### config.mk
export PLATFORM = sky130hd
export DESIGN_NAME = shelf_atlas_rect_packer_top
export DESIGN_NICKNAME = d
export VERILOG_FILES = /design/src/design/sarp_pkg.sv /design/src/design/shelf_atlas_rect_packer_top.sv /design/src/design/sarp_cell.sv
export SDC_FILE = /design/constraint.sdc
export NUM_CORES = 2
export LEC_CHECK = 0
export BUFFER_PORTS_ARGS = -buffer_cell sky130_fd_sc_hd__buf_2
export CAP_MARGIN = 15
export CORE_MARGIN = 2
export CORE_UTILIZATION = 60
export DETAILED_ROUTE_END_ITERATION = 12
export PLACE_DENSITY = 0.77
export SETUP_SLACK_MARGIN = 0.15
export SLEW_MARGIN = 15
export SYNTH_ARGS = -nofsm -noshare
export SYNTH_HDL_FRONTEND = slang
export SYNTH_SLANG_ARGS = --single-unit
### constraint.sdc
create_clock -name i_clk -period 21.5 [get_ports i_clk]
set_input_delay 1.075 -clock i_clk [delete_from_list [all_inputs] [get_ports i_clk]]
set_output_delay 1.075 -clock i_clk [all_outputs]
set_load 0.05 [all_outputs]
### src/design/sarp_pkg.sv
// Shared types and constants for the shelf atlas rectangle packer.
// Used by sarp_cell and shelf_atlas_rect_packer_top; depends on nothing.
`default_nettype none
package sarp_pkg;

    localparam int DIM_W   = 13;
    localparam int POS_W   = 12;
    localparam int PAGE_W  = 3;
    localparam int SUM_W   = DIM_W + 1;

    localparam logic [DIM_W-1:0] DIM_LIMIT   = 13'd4096;
    localparam logic [DIM_W-1:0] DIM_RESET   = 13'd256;

    localparam logic CFG_PAGE_WIDTH  = 1'b0;
    localparam logic CFG_PAGE_HEIGHT = 1'b1;

    typedef struct packed {
        logic              vld;
        logic              done;
        logic              placed;
        logic [PAGE_W-1:0] page;
        logic [DIM_W-1:0]  w;
        logic [DIM_W-1:0]  h;
        logic [POS_W-1:0]  x;
        logic [POS_W-1:0]  y;
    } t_tok;

endpackage
`default_nettype wire

### src/design/shelf_atlas_rect_packer_top.sv
// Top level of the shelf atlas rectangle packer: config registers, request check,
// the row of page cells, result hold and output register; uses sarp_pkg and sarp_cell.
//
// Each request walks a row of MAX_PAGES page cells, one cell per cycle; a page not yet
// opened holds an empty shelf and opens when the walk reaches it, so the first free page
// takes whatever no open page fits. A result passes from the input token register through
// the cell row into the result hold register and then to the output register. One item is
// in the row at a time; the next is taken as soon as the previous result has moved to the
// output register, even while that result still waits to be taken. Zero or oversized
// rectangles and a full page table return placed = 0 with zero page and position.
`default_nettype none
module shelf_atlas_rect_packer_top
    import sarp_pkg::*;
#(
    parameter int MAX_PAGES = 8
) (
    input  wire logic        i_clk,
    input  wire logic        i_rst_n,
    input  wire logic        i_cfg_we,
    input  wire logic        i_cfg_idx,
    input  wire logic [12:0] i_cfg_data,
    input  wire logic        i_s_tvalid,
    output logic             o_s_tready,
    input  wire logic [31:0] i_s_tdata,   // req_width[12:0], req_height[25:13], zero fill
    output logic             o_m_tvalid,
    input  wire logic        i_m_tready,
    output logic [31:0]      o_m_tdata,   // page_index[2:0], pos_x[14:3], pos_y[26:15], zero fill
    output logic             o_m_tuser    // placed
);

    logic [DIM_W-1:0] r_pw_cfg, r_ph_cfg;
    logic [DIM_W-1:0] w_pw, w_ph;
    logic [DIM_W-1:0] w_rw, w_rh;
    logic             w_acc, w_reject, w_move;
    logic             r_busy;
    t_tok             r_in_tok, n_in_tok;
    t_tok             w_tok [MAX_PAGES+1];
    logic [MAX_PAGES:0] w_tok_vld;
    logic             r_res_vld;
    t_tok             r_res;
    logic             r_out_vld;
    logic [31:0]      r_out_data;
    logic             r_out_user;

    always_ff @(posedge i_clk) begin
        if (!i_rst_n) begin
            r_pw_cfg <= DIM_RESET;
            r_ph_cfg <= DIM_RESET;
        end else if (i_cfg_we) begin
            case (i_cfg_idx)
                CFG_PAGE_WIDTH:  r_pw_cfg <= i_cfg_data;
                CFG_PAGE_HEIGHT: r_ph_cfg <= i_cfg_data;
                default: ;
            endcase
        end
    end

    assign w_pw = (r_pw_cfg > DIM_LIMIT) ? DIM_LIMIT : r_pw_cfg;
    assign w_ph = (r_ph_cfg > DIM_LIMIT) ? DIM_LIMIT : r_ph_cfg;

    assign w_rw       = i_s_tdata[12:0];
    assign w_rh       = i_s_tdata[25:13];
    assign o_s_tready = !r_busy;
    assign w_acc      = i_s_tvalid && o_s_tready;
    assign w_reject   = (w_rw == '0) || (w_rh == '0) || (w_rw > w_pw) || (w_rh > w_ph);

    always_comb begin
        n_in_tok      = '0;
        n_in_tok.vld  = w_acc;
        n_in_tok.done = w_reject;
        n_in_tok.w    = w_rw;
        n_in_tok.h    = w_rh;
    end

    always_ff @(posedge i_clk) begin
        if (!i_rst_n) begin
            r_in_tok <= '0;
        end else begin
            r_in_tok <= n_in_tok;
        end
    end

    assign w_tok[0] = r_in_tok;

    for (genvar g = 0; g < MAX_PAGES; g++) begin : g_cell
        sarp_cell #(
            .IDX (g)
        ) u_cell (
            .i_clk   (i_clk),
            .i_rst_n (i_rst_n),
            .i_pw    (w_pw),
            .i_ph    (w_ph),
            .i_tok   (w_tok[g]),
            .o_tok   (w_tok[g+1])
        );
    end

    for (genvar k = 0; k <= MAX_PAGES; k++) begin : g_vld
        assign w_tok_vld[k] = w_tok[k].vld;
    end

    assign w_move = r_res_vld && (!r_out_vld || i_m_tready);

    always_ff @(posedge i_clk) begin
        if (!i_rst_n) begin
            r_busy    <= 1'b0;
            r_res_vld <= 1'b0;
            r_out_vld <= 1'b0;
        end else begin
            if (w_acc) begin
                r_busy <= 1'b1;
            end else if (w_move) begin
                r_busy <= 1'b0;
            end
            if (w_tok[MAX_PAGES].vld) begin
                r_res_vld <= 1'b1;
            end else if (w_move) begin
                r_res_vld <= 1'b0;
            end
            if (w_move) begin
                r_out_vld <= 1'b1;
            end else if (i_m_tready) begin
                r_out_vld <= 1'b0;
            end
        end
    end

    always_ff @(posedge i_clk) begin
        if (w_tok[MAX_PAGES].vld) begin
            r_res <= w_tok[MAX_PAGES];
        end
        if (w_move) begin
            r_out_data <= {5'd0, r_res.y, r_res.x, r_res.page};
            r_out_user <= r_res.placed;
        end
    end

    assign o_m_tvalid = r_out_vld;
    assign o_m_tdata  = r_out_data;
    assign o_m_tuser  = r_out_user;

    a_one_in_row: assert property (@(posedge i_clk) disable iff (!i_rst_n)
        $countones(w_tok_vld) <= 1)
        else $error("more than one item in the cell row");

    a_hold_busy: assert property (@(posedge i_clk) disable iff (!i_rst_n)
        (r_res_vld || (|w_tok_vld)) |-> r_busy)
        else $error("item in flight while not busy");

    a_accept_busy: assert property (@(posedge i_clk) disable iff (!i_rst_n)
        w_acc |=> r_busy && r_in_tok.vld)
        else $error("accepted item did not enter the row");

    a_fail_zero: assert property (@(posedge i_clk) disable iff (!i_rst_n)
        (o_m_tvalid && !o_m_tuser) |-> (o_m_tdata == 32'd0))
        else $error("failed result carries nonzero position");

endmodule
`default_nettype wire

### src/design/sarp_cell.sv
// One page of the atlas: cursor x, shelf top y and shelf height.
// Tries the passing request token and registers it to the next cell; uses sarp_pkg.
`default_nettype none
module sarp_cell
    import sarp_pkg::*;
#(
    parameter int IDX = 0
) (
    input  wire logic             i_clk,
    input  wire logic             i_rst_n,
    input  wire logic [DIM_W-1:0] i_pw,
    input  wire logic [DIM_W-1:0] i_ph,
    input  wire t_tok             i_tok,
    output t_tok                  o_tok
);

    logic [DIM_W-1:0] r_x, r_y, r_rh;
    logic [DIM_W-1:0] n_x, n_y, n_rh;
    t_tok             r_tok, n_tok;

    logic [SUM_W-1:0] w_xw, w_ny, w_nyh;
    logic [DIM_W-1:0] w_nx, w_nrh;
    logic             w_wrap, w_fit;

    always_comb begin
        w_xw   = {1'b0, r_x} + {1'b0, i_tok.w};
        w_wrap = w_xw > {1'b0, i_pw};
        w_ny   = w_wrap ? ({1'b0, r_y} + {1'b0, r_rh}) : {1'b0, r_y};
        w_nx   = w_wrap ? '0 : r_x;
        w_nrh  = w_wrap ? '0 : r_rh;
        w_nyh  = w_ny + {1'b0, i_tok.h};
        w_fit  = w_nyh <= {1'b0, i_ph};

        n_x   = r_x;
        n_y   = r_y;
        n_rh  = r_rh;
        n_tok = i_tok;
        if (i_tok.vld && !i_tok.done && w_fit) begin
            n_x          = w_nx + i_tok.w;
            n_y          = w_ny[DIM_W-1:0];
            n_rh         = (i_tok.h > w_nrh) ? i_tok.h : w_nrh;
            n_tok.done   = 1'b1;
            n_tok.placed = 1'b1;
            n_tok.page   = PAGE_W'(IDX);
            n_tok.x      = w_nx[POS_W-1:0];
            n_tok.y      = w_ny[POS_W-1:0];
        end
    end

    always_ff @(posedge i_clk) begin
        if (!i_rst_n) begin
            r_x     <= '0;
            r_y     <= '0;
            r_rh    <= '0;
            r_tok   <= '0;
        end else begin
            r_x     <= n_x;
            r_y     <= n_y;
            r_rh    <= n_rh;
            r_tok   <= n_tok;
        end
    end

    assign o_tok = r_tok;

endmodule
`default_nettype wire

# Word level (Yosys, flattened, before mapping)
# Cells that the tools add are included.
# totals
reg_bits	874
inputBits	51
out_inout_bits	35
wordCells	273
# classes
addsub	32
order_cmp	28
n_mux	55
bitwise	2
n_reduce_logical	46
# ops
op	n
two-way mux 13 bit	26
adder 13 x 13 -> 14 bit	16
two-way mux 24 bit	8
> comparator 13 bit	10
adder 14 x 13 -> 14 bit	8
> comparator 14 x 13 -> 1 bit	8
less-or-equal comparator 14 x 13 -> 1 bit	8
two-way mux 14 bit	8
adder 13 bit	8
two-way mux 5 bit	7
> comparator 13 bit, second input constant	2
logical NOT 13 bit	2
logical AND 1 bit	18
OR reduction 2 bit	7
logical NOT 1 bit	10
nonzero test 2 bit	3
two-way mux 1 bit	5
logical OR 1 bit	4
two-way mux 4 bit	1
AND reduction 2 bit	2
inverter 1 bit	2

# Longest topological paths before layout
# logic_depth
depth_word	8
ltp_mapped	43
depth_no_buf	39

# Hierarchy
# Synthesis repeated with hierarchy kept, for this count alone.
# hier_totals
hier_cells	6583
hier_area_um2	56484.2
# modules_own_cells
module	instances	cells_each	area_per_inst_um2	seq_area_each_um2
sarp_cell (g_cell[5].u_cell)	1	825	7108.1	1901.8
sarp_cell (g_cell[6].u_cell)	1	767	6580.1	1901.8
sarp_cell (g_cell[4].u_cell)	1	770	6496.2	1901.8
sarp_cell (g_cell[3].u_cell)	1	770	6438.7	1901.8
sarp_cell (g_cell[7].u_cell)	1	787	6407.4	1901.8
sarp_cell (g_cell[0].u_cell)	1	764	6388.6	1901.8
sarp_cell (g_cell[1].u_cell)	1	787	6374.9	1901.8
sarp_cell (g_cell[2].u_cell)	1	736	6334.8	1901.8
shelf_atlas_rect_packer_top	1	377	4355.4	2822.7

# Worst setup path after synthesis
# No wires, ideal clock.
# synth_path
path_type	flip-flop to flip-flop
from	register g_cell[4].u_cell.r_tok, in the netlist g_cell[4].u_cell.o_tok[37]
to	register g_cell[5].u_cell.r_x[2]
setup_time_ps	128
arrival_time_ps	8360
required_ps	21372
path_slack_ps	13012
path_stages_with_launch	41
n_path_buf	2
synth_period_minus_slack_ps	8488
cell_sequence	dfxtp_1 -> ha_1 -> fa_1 -> a21o_1 -> a21oi_1 -> nor2b_1 -> o21a_1 -> o311a_1 -> o21a_1 -> o21ai_0 -> nor2b_1 -> xnor2_1 -> ha_1 -> and3_1 -> a221oi_1 -> o21ai_0 -> a2111o_1 -> nor2_2 -> [... 5 more ...] -> a21oi_1 -> o21bai_1 -> a21oi_1 -> o21bai_1 -> a21o_1 -> a21oi_1 -> xnor2_1 -> ha_1 -> nand3_1 -> nor3_1 -> o31ai_1 -> a32oi_1 -> nor2_1 -> mux2i_1 -> clkbuf_1 -> nor3_1 -> a21oi_1 -> nor2_1
# synth_between
elab_chain_cells	6
elab_cells_between_ends	8
classes_between	add/sub: 3; order compare: 2; mux: 2; reduce/logical: 1
# synth_lines
element	line_no	rtl
from (decl)	sarp_cell.sv:19	t_tok r_tok, n_tok;
from (signal assigned)	sarp_cell.sv:60	r_tok <= n_tok;
adder 13 x 13 -> 14 bit	sarp_cell.sv:26	w_xw = {1'b0, r_x} + {1'b0, i_tok.w};
> comparator 14 x 13 -> 1 bit	sarp_cell.sv:27	w_wrap = w_xw > {1'b0, i_pw};
two-way mux 14 bit	sarp_cell.sv:28	w_ny = w_wrap ? ({1'b0, r_y} + {1'b0, r_rh}) : {1'b0, r_y};
via g_cell[5].u_cell.w_ny[0]	sarp_cell.sv:21	logic [SUM_W-1:0] w_xw, w_ny, w_nyh;
adder 14 x 13 -> 14 bit	sarp_cell.sv:31	w_nyh = w_ny + {1'b0, i_tok.h};
less-or-equal comparator 14 x 13 -> 1 bit	sarp_cell.sv:32	w_fit = w_nyh <= {1'b0, i_ph};
logical AND 1 bit	sarp_cell.sv:38	if (i_tok.vld && !i_tok.done && w_fit) begin
to (signal assigned)	sarp_cell.sv:57	r_x <= n_x;
to (decl)	sarp_cell.sv:17	logic [DIM_W-1:0] r_x, r_y, r_rh;
# The timed path passes the listed nets, and every way through them passes these cells.
# A chain may end at the register's enable or synchronous reset.

# Worst setup path in the final report
# layout_path
from	register g_cell[0].u_cell.r_tok, in the netlist g_cell[0].u_cell.o_tok[37]
to	register g_cell[1].u_cell.r_rh[1]
# layout_between
elab_chain_cells	6
elab_cells_between_ends	9
classes_between	add/sub: 2; order compare: 3; mux: 3; reduce/logical: 1
# layout_lines
element	line_no	rtl
from (decl)	sarp_cell.sv:19	
from (signal assigned)	sarp_cell.sv:60	
adder 13 x 13 -> 14 bit	sarp_cell.sv:26	
> comparator 14 x 13 -> 1 bit	sarp_cell.sv:27	
two-way mux 14 bit	sarp_cell.sv:28	
via g_cell[1].u_cell.w_ny[0]	sarp_cell.sv:21	
adder 14 x 13 -> 14 bit	sarp_cell.sv:31	
less-or-equal comparator 14 x 13 -> 1 bit	sarp_cell.sv:32	
logical AND 1 bit	sarp_cell.sv:38	
to (signal assigned)	sarp_cell.sv:59	r_rh <= n_rh;
to (decl)	sarp_cell.sv:17	
# The timed path passes the listed nets, and every way through them passes these cells.

==> results.json <==
{
  "final_nets": 6864,
  "start_util": 0.603,
  "p_leak_nw": 26.0,
  "layout_setup_ws_ns": 10.63,
  "post_drt_wl_per_cell_um": 20.0,
  "slowest_stage": "a21oi_1",
  "antenna_left": 0,
  "vias_per_cell": 6.10,
  "fp.dieH_um": 302,
  "hp-class": "reg2reg",
  "path_max_fanout": 55,
  "fin_skew_ns": 0.0358,
  "gr-total-overflow": 0,
  "yosysUniqueCellTypes": 94,
  "synth-async-reset-ratio": 0,
  "wl_um": 145000,
  "irDropWorstVdd_mv": 0.0664,
  "crit_type": "reg2reg",
  "grt_max_degree": 144,
  "outcome": "finished, final reports clean",
  "post-place-ws_ns": 10.81,
  "fin_crit_ns": 10.87,
  "finalHoldViolations": 0,
  "synth.area.top_cells": "dfxtp_1 29%, ha_1 18%, nand2_1 4.5%, a21oi_1 3.9%, xnor2_1 3.6%",
  "clockRootBuffer": "clkbuf_16",
  "grt_usage": 0.314,
  "yosysWarningCount": 0,
  "antenna_cells": 0,
  "max_stage_delay_ns": 0.82,
  "cp_data_required_time_ns": 21.99,
  "slew_headroom": 0.319,
  "hold_buffers": 0,
  "gp_congestion": 0.956,
  "synthFlopType": "dfxtp_1",
  "clkSinkCount": 839,
  "r2r_setup_slack_ns": 10.63,
  "rows": 109,
  "crit_path_start_kind": "flip-flop",
  "yosys-top-cells-count": "783 x dfxtp_1, 754 x ha_1, 631 x nand2_1",
  "cts_setup_buffers": 0,
  "firstDrtPassIters": 5,
  "antenna_found_initial": 1,
  "syn_avg_cell_area_um2": 8.83,
  "synth_top_area_frac": 0.295,
  "dieArea_um2": 91000,
  "ys_seq_area_frac": 0.327,
  "core_um2": 88100,
  "syn_area_um2": 53100,
  "first_global_vias": 43000,
  "path_clk_slew_ns": 0.06,
  "worst-slew-pin-transition_ns": 1.02,
  "drc": 0,
  "clockBufferDepth": 3,
  "drive_above_1_share": 0.0644,
  "cts_buffers": 88,
  "setup_violations": 0,
  "ys_ff_latch": 839,
  "fin_crit_sh": 0.506,
  "tns_ns": 0,
  "synth_most_common_cell": "dfxtp_1",
  "grt_pass1_wl_um": 228000,
  "synth-edff-count": 56,
  "cts_tree": "yes",
  "endpoint_kind": "flip-flop",
  "worstSkewPairLatency_ns": 0.68,
  "via_count": 44300,
  "slew_violations": 0,
  "io_buffers": 74,
  "cts_resized": 0,
  "power_density_nw_per_um2": 62.3,
  "die_w_um": 302,
  "pin_count": 86,
  "syn-instance-count": 6019,
  "drt_iter0_markers": 3317,
  "clock.fmax_ghz": 0.0920,
  "worstPathArrival_ns": 11.36,
  "syn2layout_area_growth_pct": 8.67,
  "htreeDepth": 3,
  "max-cap-violations": 0,
  "hpwl_um": 107000,
  "yosysTopAreaCell": "dfxtp_1",
  "rsz0062_at_grt": "no"
}
[stage by stage]
step	hold WS (ns)	util	cell area [µm²]	std cells	power (mW)
2_1_floorplan	0.386	-	53200	6023	1.88
3_3_place_gp	0.386	0.620	54600	7102	1.98
3_5_place_dp	0.389	0.620	54600	7102	1.99
4_1_cts	0.403	0.655	57800	7263	3.61
5_1_grt	0.410	0.656	57800	7263	3.71
6_report	0.403	0.656	57800	7263	3.60
[cell type report]
cell class / instances / area [µm²]
sequential: 839 / 17400
fill: 7260 / 30300
tap: 1165 / 1460
timing repair buffer: 135 / 851
multi-input combinational: 4806 / 34400
clock buffer: 107 / 2410
clock inverter: 54 / 724
inverter: 157 / 597
[flip-flops by register name, indices dropped and copies added, names as in the netlist]
signal               cells
g_cell.u_cell.o_tok    414
g_cell.u_cell.r_rh     104
g_cell.u_cell.r_x      104
g_cell.u_cell.r_y      104
o_m_tdata               27
o_m_tuser                1
o_m_tvalid               1
r_busy                   1
r_in_tok                28
r_ph_cfg                13
r_pw_cfg                13
r_res                   28
r_res_vld                1
[path summary, 6_finish.rpt]
| kind | depth (start not counted) | startpoint | endpoint |
|---|---|---|---|
| max | 39 | g_cell[0].u_cell.o_tok[37] | g_cell[1].u_cell.r_rh[1] |
| min | 0 | g_cell[7].u_cell.o_tok[18] | r_res[18] |
| max reg2reg | 39 | g_cell[0].u_cell.o_tok[37] | g_cell[1].u_cell.r_rh[1] |
| min reg2reg | 0 | g_cell[7].u_cell.o_tok[18] | r_res[18] |
[power by group]
part	total, mW	internal, mW	switching [mW]
clock network	1.64	0.962	0.673
registers	1.61	1.59	0.0208
logic	0.354	0.121	0.233
total	3.60	2.67	0.926
[worst max-delay path, delay by kind of cell, from the launching register on]
| kind | cells | cell delay (ns) |
|---|---|---|
| flops | 1 | 0.33 |
| mux | 1 | 0.41 |
| simple gates | 9 | 1.90 |
| compound gates | 19 | 4.73 |
| buf+inv | 2 | 0.86 |
| xor+xnor | 2 | 0.42 |
| fa+ha+maj | 6 | 1.94 |
[logic make-up (layout without fill, tap and decap cells)]
logic type,Yosys count,count (layout),synth area share
multiplexers,123,123,0.0241
other,1,5,0.0000706
flip-flops,839,839,0.327
XOR/XNOR,306,306,0.0506
adder cells (fa/ha/maj),786,786,0.190
AND/OR/NAND/NOR,1997,1997,0.179
buffers and inverters,378,453,0.0293
AO/OA/AOI/OAI,1589,1589,0.201
[cells in the final DEF (no fill, tap or decap), types with 60 or more instances in the layout]
master	Yosys	routed
nor3_1	121	119
a21o_1	136	136
clkbuf_16	0	90
nor2b_1	76	74
buf_4	15	60
and3_1	70	70
inv_1	156	156
nand2_1	631	631
o21a_1	211	211
nand3_1	103	103
o21ai_0	258	258
and2_1	285	284
ha_1	754	754
buf_2	46	73
xor2_1	86	86
a21oi_1	410	409
nor2_1	500	499
mux2i_1	85	84
a211oi_1	95	95
dfxtp_1	783	783
xnor2_1	219	219
a22o_1	72	72
[metal layers]
layer  wire length [µm]  vias to the layer above  global-route usage
li1                   -                    21700                   -
met1              61100                    20900               0.392
met2              66600                     1349               0.521
met3               8410                      401              0.0433
met4               9320                        2               0.179
met5                 16                        -                   0
No activity file was read; power rests on OpenSTA's default activity.
